===== config.mk =====
export PLATFORM = sky130hd
export DESIGN_NAME = perfect_shuffle_order_counter
export DESIGN_NICKNAME = d
export VERILOG_FILES = /design/src/hdl/psoc_pkg.sv /design/src/hdl/psoc_ram.sv /design/src/hdl/perfect_shuffle_order_counter.sv
export VERILOG_INCLUDE_DIRS = /design/src /design/src/hdl
export SDC_FILE = /design/constraint.sdc
export NUM_CORES = 2
export LEC_CHECK = 0
export BUFFER_PORTS_ARGS = -buffer_cell sky130_fd_sc_hd__buf_2
export CAP_MARGIN = 20
export CELL_PAD_IN_SITES_DETAIL_PLACEMENT = 1
export CELL_PAD_IN_SITES_GLOBAL_PLACEMENT = 1
export CORE_MARGIN = 2
export CORE_UTILIZATION = 44
export CTS_BUF_LIST = sky130_fd_sc_hd__clkbuf_4 sky130_fd_sc_hd__clkbuf_8
export DETAILED_ROUTE_END_ITERATION = 16
export PLACE_DENSITY_LB_ADDON = 0.05
export REMOVE_ABC_BUFFERS = 1
export SLEW_MARGIN = 20
export SYNTH_ARGS = -nofsm -noshare
export SYNTH_HDL_FRONTEND = slang
export SYNTH_SLANG_ARGS = --single-unit

===== constraint.sdc =====
create_clock -name i_clk -period 56.5 [get_ports i_clk]
set_input_delay 11.3 -clock i_clk [delete_from_list [all_inputs] [get_ports i_clk]]
set_output_delay 11.3 -clock i_clk [all_outputs]
set_load 0.03 [all_outputs]

===== src/hdl/perfect_shuffle_order_counter_assert.svh =====
// ---------------------------------------------------------------------------
// Assertion helpers for the perfect shuffle order counter
// Clocked, reset-qualified property wrappers used by the RTL.
// ---------------------------------------------------------------------------
`ifndef PERFECT_SHUFFLE_ORDER_COUNTER_ASSERT_SVH
`define PERFECT_SHUFFLE_ORDER_COUNTER_ASSERT_SVH

// Same-cycle implication, checked outside reset
`define PSOC_ASSERT_NOW(label, ante, cons, msg) \
    label: assert property (@(posedge i_clk) disable iff (!i_rst_n) \
        (ante) |-> (cons)) else $error(msg);

// Next-cycle implication, checked outside reset
`define PSOC_ASSERT_NEXT(label, ante, cons, msg) \
    label: assert property (@(posedge i_clk) disable iff (!i_rst_n) \
        (ante) |=> (cons)) else $error(msg);

`endif


===== src/hdl/psoc_pkg.sv =====
// ---------------------------------------------------------------------------
// psoc_pkg
// Shared types and state codes for the perfect shuffle order counter.
// ---------------------------------------------------------------------------
`default_nettype none

package psoc_pkg;

    // Sequencer state
    typedef logic [0:0] t_state;

    localparam t_state ST_IDLE = 1'b0;
    localparam t_state ST_RUN  = 1'b1;

    // Fixed port field width
    localparam int FIELD_W = 9;

endpackage

`default_nettype wire


===== src/hdl/psoc_ram.sv =====
// ---------------------------------------------------------------------------
// psoc_ram
// Generic single write port, single read port RAM with registered read data.
// ---------------------------------------------------------------------------
`default_nettype none

module psoc_ram #(
    parameter int WIDTH = 8,
    parameter int DEPTH = 256
) (
    input  wire logic                     i_clk,
    input  wire logic                     i_we,
    input  wire logic [$clog2(DEPTH)-1:0] i_waddr,
    input  wire logic [WIDTH-1:0]         i_wdata,
    input  wire logic [$clog2(DEPTH)-1:0] i_raddr,
    output logic      [WIDTH-1:0]         o_rdata
);

    logic [WIDTH-1:0] r_mem [DEPTH];

    // Write port and registered read
    always_ff @(posedge i_clk) begin
        if (i_we) begin
            r_mem[i_waddr] <= i_wdata;
        end
        o_rdata <= r_mem[i_raddr];
    end

endmodule

`default_nettype wire


===== src/hdl/perfect_shuffle_order_counter.sv =====
// ---------------------------------------------------------------------------
// perfect_shuffle_order_counter
// Counts the right-first perfect shuffles that return a deck to its order.
// ---------------------------------------------------------------------------
// A deck size is taken when start is high and busy is low; sizes above
// MAX_DECK are clamped to MAX_DECK. The deck lives in two RAMs used in
// ping-pong: each shuffle pass streams n reads from one RAM through the
// registered read port and writes the other, checking each written card
// against its position on the way. The first pass writes the shuffle
// indices directly, so no fill sweep is needed. Each pass issues one read
// per card through the single RAM read port, and a job runs at most
// MAX_DECK passes; no new size is taken until it ends. The result
// is shown for one cycle on o_done and must be captured then: there is no
// way to hold it off. busy stays high from acceptance until that cycle.
// ---------------------------------------------------------------------------
`default_nettype none

module perfect_shuffle_order_counter #(
    parameter int MAX_DECK = 256
) (
    input  wire logic       i_clk,
    input  wire logic       i_rst_n,
    input  wire logic       start,
    input  wire logic [8:0] i_deck_size,
    output logic            busy,
    output logic            o_done,
    output logic [8:0]      o_size_echo,
    output logic [8:0]      o_shuffle_count
);

    // Card index width, counter width and a width wide enough for both sides
    localparam int CW = $clog2(MAX_DECK);
    localparam int KW = CW + 1;
    localparam int IW = (KW > psoc_pkg::FIELD_W) ? KW : psoc_pkg::FIELD_W;

    psoc_pkg::t_state r_state, n_state;
    logic [KW-1:0]    r_n, n_n;          // clamped deck size
    logic [KW-1:0]    r_k, n_k;          // read issue position
    logic [KW-1:0]    r_cnt, n_cnt;      // passes done
    logic [CW-1:0]    r_wk, n_wk;        // write position, one behind
    logic [CW-1:0]    r_src, n_src;      // source index of the first pass
    logic             r_pv, n_pv;        // write stage holds a card
    logic             r_mis, n_mis;      // a card out of place this pass
    logic             r_first, n_first;  // first pass of the job
    logic             r_sel, n_sel;      // RAM read this pass
    logic             r_done, n_done;
    logic [KW-1:0]    r_out_n, n_out_n;
    logic [KW-1:0]    r_out_c, n_out_c;

    logic [CW-1:0]    l_kidx;
    logic [CW-1:0]    l_half;
    logic [KW-1:0]    l_sum;
    logic [CW-1:0]    l_rsrc;
    logic [CW-1:0]    l_rdata0, l_rdata1;
    logic [CW-1:0]    l_wdata;
    logic [IW-1:0]    l_req, l_clamp;
    logic [IW-1:0]    l_echo_w, l_cnt_w;
    logic [KW-1:0]    l_cnt_inc;
    logic             l_accept;

    // Shuffle source index for the position being issued
    always_comb begin
        l_kidx = r_k[CW-1:0];
        l_half = r_n[KW-1:1];
        l_sum  = {1'b0, l_half} + {1'b0, (l_kidx >> 1)};
        l_rsrc = l_kidx[0] ? (l_kidx >> 1) : l_sum[CW-1:0];
    end

    // Ping-pong deck storage
    psoc_ram #(.WIDTH(CW), .DEPTH(MAX_DECK)) u_deck0 (
        .i_clk   (i_clk),
        .i_we    (r_pv && r_sel),
        .i_waddr (r_wk),
        .i_wdata (l_wdata),
        .i_raddr (l_rsrc),
        .o_rdata (l_rdata0)
    );

    psoc_ram #(.WIDTH(CW), .DEPTH(MAX_DECK)) u_deck1 (
        .i_clk   (i_clk),
        .i_we    (r_pv && !r_sel),
        .i_waddr (r_wk),
        .i_wdata (l_wdata),
        .i_raddr (l_rsrc),
        .o_rdata (l_rdata1)
    );

    // Card written this cycle
    assign l_wdata = r_first ? r_src : (r_sel ? l_rdata1 : l_rdata0);

    // Input clamp
    assign l_accept = start && (r_state == psoc_pkg::ST_IDLE);
    assign l_req    = IW'(i_deck_size);
    assign l_clamp  = (l_req > IW'(MAX_DECK)) ? IW'(MAX_DECK) : l_req;
    assign l_cnt_inc = r_cnt + KW'(1);

    // Sequencer
    always_comb begin
        n_state = r_state;
        n_n     = r_n;
        n_k     = r_k;
        n_cnt   = r_cnt;
        n_wk    = r_wk;
        n_src   = r_src;
        n_pv    = 1'b0;
        n_mis   = r_mis;
        n_first = r_first;
        n_sel   = r_sel;
        n_done  = 1'b0;
        n_out_n = r_out_n;
        n_out_c = r_out_c;
        case (r_state)
            psoc_pkg::ST_IDLE: begin
                if (l_accept) begin
                    n_state = psoc_pkg::ST_RUN;
                    n_n     = l_clamp[KW-1:0];
                    n_k     = '0;
                    n_cnt   = '0;
                    n_mis   = 1'b0;
                    n_first = 1'b1;
                    n_sel   = 1'b0;
                end
            end
            psoc_pkg::ST_RUN: begin
                // Check the card leaving the write stage
                if (r_pv && (l_wdata != r_wk)) begin
                    n_mis = 1'b1;
                end
                if (r_k < r_n) begin
                    // Issue the next read
                    n_k   = r_k + KW'(1);
                    n_pv  = 1'b1;
                    n_wk  = l_kidx;
                    n_src = l_rsrc;
                end else if (!r_pv) begin
                    // Pass complete and drained
                    if (!r_mis || (l_cnt_inc == KW'(MAX_DECK))) begin
                        n_state = psoc_pkg::ST_IDLE;
                        n_done  = 1'b1;
                        n_out_n = r_n;
                        n_out_c = l_cnt_inc;
                    end else begin
                        n_cnt   = l_cnt_inc;
                        n_k     = '0;
                        n_mis   = 1'b0;
                        n_first = 1'b0;
                        n_sel   = !r_sel;
                    end
                end
            end
            default: begin
                n_state = psoc_pkg::ST_IDLE;
            end
        endcase
    end

    // Control registers
    always_ff @(posedge i_clk) begin
        if (!i_rst_n) begin
            r_state <= psoc_pkg::ST_IDLE;
            r_pv    <= 1'b0;
            r_done  <= 1'b0;
            r_cnt   <= '0;
        end else begin
            r_state <= n_state;
            r_pv    <= n_pv;
            r_done  <= n_done;
            r_cnt   <= n_cnt;
        end
    end

    // Payload registers
    always_ff @(posedge i_clk) begin
        r_n     <= n_n;
        r_k     <= n_k;
        r_wk    <= n_wk;
        r_src   <= n_src;
        r_mis   <= n_mis;
        r_first <= n_first;
        r_sel   <= n_sel;
        r_out_n <= n_out_n;
        r_out_c <= n_out_c;
    end

    // Outputs
    assign l_echo_w        = IW'(r_out_n);
    assign l_cnt_w         = IW'(r_out_c);
    assign busy            = (r_state != psoc_pkg::ST_IDLE);
    assign o_done          = r_done;
    assign o_size_echo     = l_echo_w[psoc_pkg::FIELD_W-1:0];
    assign o_shuffle_count = l_cnt_w[psoc_pkg::FIELD_W-1:0];

`include "perfect_shuffle_order_counter_assert.svh"

    `PSOC_ASSERT_NEXT(a_accept_busy, l_accept, busy, "accepted size did not raise busy")
    `PSOC_ASSERT_NOW(a_done_count, o_done, r_out_c != '0, "result count of zero")
    `PSOC_ASSERT_NOW(a_wr_range, r_pv, KW'(r_wk) < r_n, "write beyond deck size")
    `PSOC_ASSERT_NOW(a_cnt_max, busy, r_cnt < KW'(MAX_DECK), "pass counter overran")
    `PSOC_ASSERT_NOW(a_done_idle, o_done, !busy, "result shown while busy")

endmodule

`default_nettype wire


==> flow_metrics.tcl <==
set metrics [dict create \
    ys_seq_area_share_pct 74.4 \
    htreeDepth 6 \
    post-place-ws_ns 43.89 \
    totalNegativeSetupSlack_ns 0 \
    cp_max_fo 7 \
    port_buffers 31 \
    synth_common_cells "edfxtp_1, nand2_1, nand3_1" \
    synth.largest_area_cell "edfxtp_1" \
    viasPerCell 5.91 \
    r2r_cells 16 \
    dieHeight_um 623 \
    drt_iter0_drc 10300 \
    grt_max_degree 201 \
    finalNetCount 13100 \
    cp_data_required_time_ns 45.20 \
    power_mw 8.70 \
    cp_slowest_stage_delay_ns 0.43 \
    drt_pass1_iterations 6 \
    fp.dieArea_um2 388000 \
    finClkSkew_ns 0.0565 \
    rsz0062_at_grt "false" \
    async_reset_ff_share_pct 0 \
    dpl_cell_area_um2 173000 \
    synth_seq_cells 4179 \
    setup_viol_count_final 0 \
    switching_power_mw 3.09 \
    synth.area.mux_share_pct 0.610 \
    postCtsHoldBufs 0 \
    path_depth 1 \
    clkTransAtPathRegs_ns 0.06 \
    routabilityCongestion 0.806 \
    synthDistinctLibCells 80 \
    synthFlopType "edfxtp_1" \
    holdPathStages 0 \
    power_density_nw_per_um2 46.6 \
    cts-root-buf "clkbuf_8" \
    startpoint_type "register" \
    postSynthAreaPerCell_um2 12.9 \
    path_cells "buf_2" \
    drive_gt1_share_pct 10.8 \
    antenna_found_initial 29 \
    syn_to_final_growth_pct 11.0 \
    outcome "complete, no violations" \
    cts_buffers 701 \
    drtAntennaViolNets 0 \
    crit_path_end_kind "primary output" \
    wl_per_cell_um 29.0 \
    setup.worst_path.class "register to primary output" \
    clkSinkCount 4179 \
    grt_pass1_wl_um 787000 \
    num-fill-cells 38400 \
    p_comb_share_pct 27.3 \
    synth_top_area_share_pct 74.1 \
    synthCells 13100 \
    die_x_um 623 \
    synth-adder-area-share_pct 0.146 \
    synth-simple-area-share_pct 17.0 \
    crit_slowest_cell "dfxtp_1" \
    cts_resized 0 \
    syn-cell-area_um2 168000 \
    synth_compound_area_share_pct 5.20 \
    drc_errors 0 \
    cts_buffer_depth 4 \
    gr-usage-all-layers_pct 27.4 \
    grt_pass1_vias 113000 \
    start_util_pct 44.1 \
    period_minus_slack_ns 13.23 \
    final_hold_viol_count 0 \
    vias 111000 \
    yosysWarnings 0 \
    synthTopCellsByArea "edfxtp_1, nand2_1, nand3_1" \
    fmax_ghz 0.0756 \
    cts_tree "done" \
    path_delay_family "flip-flops" \
    max_cap_viol_count 0 \
    clock_latency_ns 1.27 \
    synth_top_family_by_area "simple AND/OR/NAND/NOR gates" \
    synth_edf_count 4151 \
    wirelength_um 542000 \
    crit_buf_inv 1 \
    post-route-period-util_pct 23.4 \
    switching_share_pct 35.6 \
    peakVddDrop_mv 0.0385 \
    post_cts_buffers 0 \
    final_cell_area_um2 187000 \
    max_slew_margin_pct 24.0 \
    seq_power_share_pct 42.3 \
    synth_xor_area_share_pct 0.120 \
    final_util_pct 49.0 \
    fp.coreArea_um2 381000 \
    leakage_nw 63.2 \
    num_io_pins 32 \
    row_count 227 \
    synth_most_common_cell "edfxtp_1" \
    drv_slew 0 \
    hpwlAfterDp_um 305000 \
    min_path_type "register to register" \
    grt-ovfl-total 0 \
    worst_pin_slew_ns 1.14 \
    pwr-share-clk_pct 30.3 \
    timing.final.ws_setup_ns 43.27 \
    crit_arrival_ns 1.93 \
    intPower_mw 5.61 \
]
[metrics by stage]
| stage | hold WS (ns) | cells |
|---|---|---|
| after floorplan | 0.428 | 12100 |
| after global placement | 0.446 | 17400 |
| after detailed placement | 0.454 | 17400 |
| after CTS | 0.468 | 18700 |
| after global routing | 0.477 | 18700 |
| final | 0.467 | 18700 |
[placed cells by master, fill, tap and decap left out, types with 156 or more instances in the layout]
| cell type | Yosys | routed |
|---|---|---|
| nor2_1 | 562 | 552 |
| buf_4 | 24 | 211 |
| a31oi_1 | 184 | 183 |
| a311oi_1 | 578 | 578 |
| and3_1 | 483 | 482 |
| clkbuf_8 | 0 | 733 |
| clkbuf_4 | 0 | 257 |
| nand2_1 | 4034 | 4025 |
| nand3_1 | 1412 | 1397 |
| clkinv_1 | 0 | 156 |
| edfxtp_1 | 4151 | 4151 |
[path summary, 6_finish.rpt]
check / from / endpoint / slack, ns
hold / removal: r_k[0] / r_wk[0] / 0.47
setup / recovery: busy / busy / 43.27
hold reg to reg: r_k[0] / r_wk[0] / 0.47
setup reg to reg: r_n[1] / u_deck1.o_rdata[2] / 48.91
[sequential cells by signal (all words and copies together) (netlist names), 8 cells and up]
signal	cells
r_src	8
u_deck0.o_rdata	8
o_shuffle_count	9
o_size_echo	9
u_deck1.r_mem	2048
u_deck0.r_mem	2048
u_deck1.o_rdata	8
r_wk	8
r_k	9
r_n	9
r_cnt	9
[power by group through the flow]
stage	Clock, mW	Combinational [mW]	Sequential, mW
global placement	0	2.32	3.75
detailed placement	0	2.37	3.75
floorplan	0	2.36	4.15
finish	2.64	2.38	3.68
CTS	2.68	2.38	3.68
global route	2.81	2.54	3.68
[area by class of cell]
type | count | area (um2) | area share (%)
multi-input cells | 7926 | 39200 | 21.0
flip-flops and latches | 4179 | 125000 | 67.0
well taps | 5038 | 6300 | 3.37
repair buffers | 273 | 2370 | 1.27
diodes | 14 | 35.0 | 0.0188
clock buffers | 990 | 12000 | 6.43
clock inverters | 244 | 1430 | 0.767
inverters | 35 | 174 | 0.0931
[cells by family after synthesis]
logic type | count (synthesis)
and+or+nand+nor | 6697
DFF | 4179
AOI/OAI and AO/OA | 1121
buffers and inverters | 985
muxes | 66
xor gates and xnor gates | 23
adders and majority gates | 19
[routing by layer]
metal / track usage (%) / vias to the layer above / wire, um
met4: 7.30 / 4 / 13700
met1: 38.7 / 57900 / 238000
li1: - / 48300 / -
met5: 0 / - / 26
met3: 4.10 / 801 / 33400
met2: 44.3 / 3580 / 257000
(Power assumes the default switching activity.)
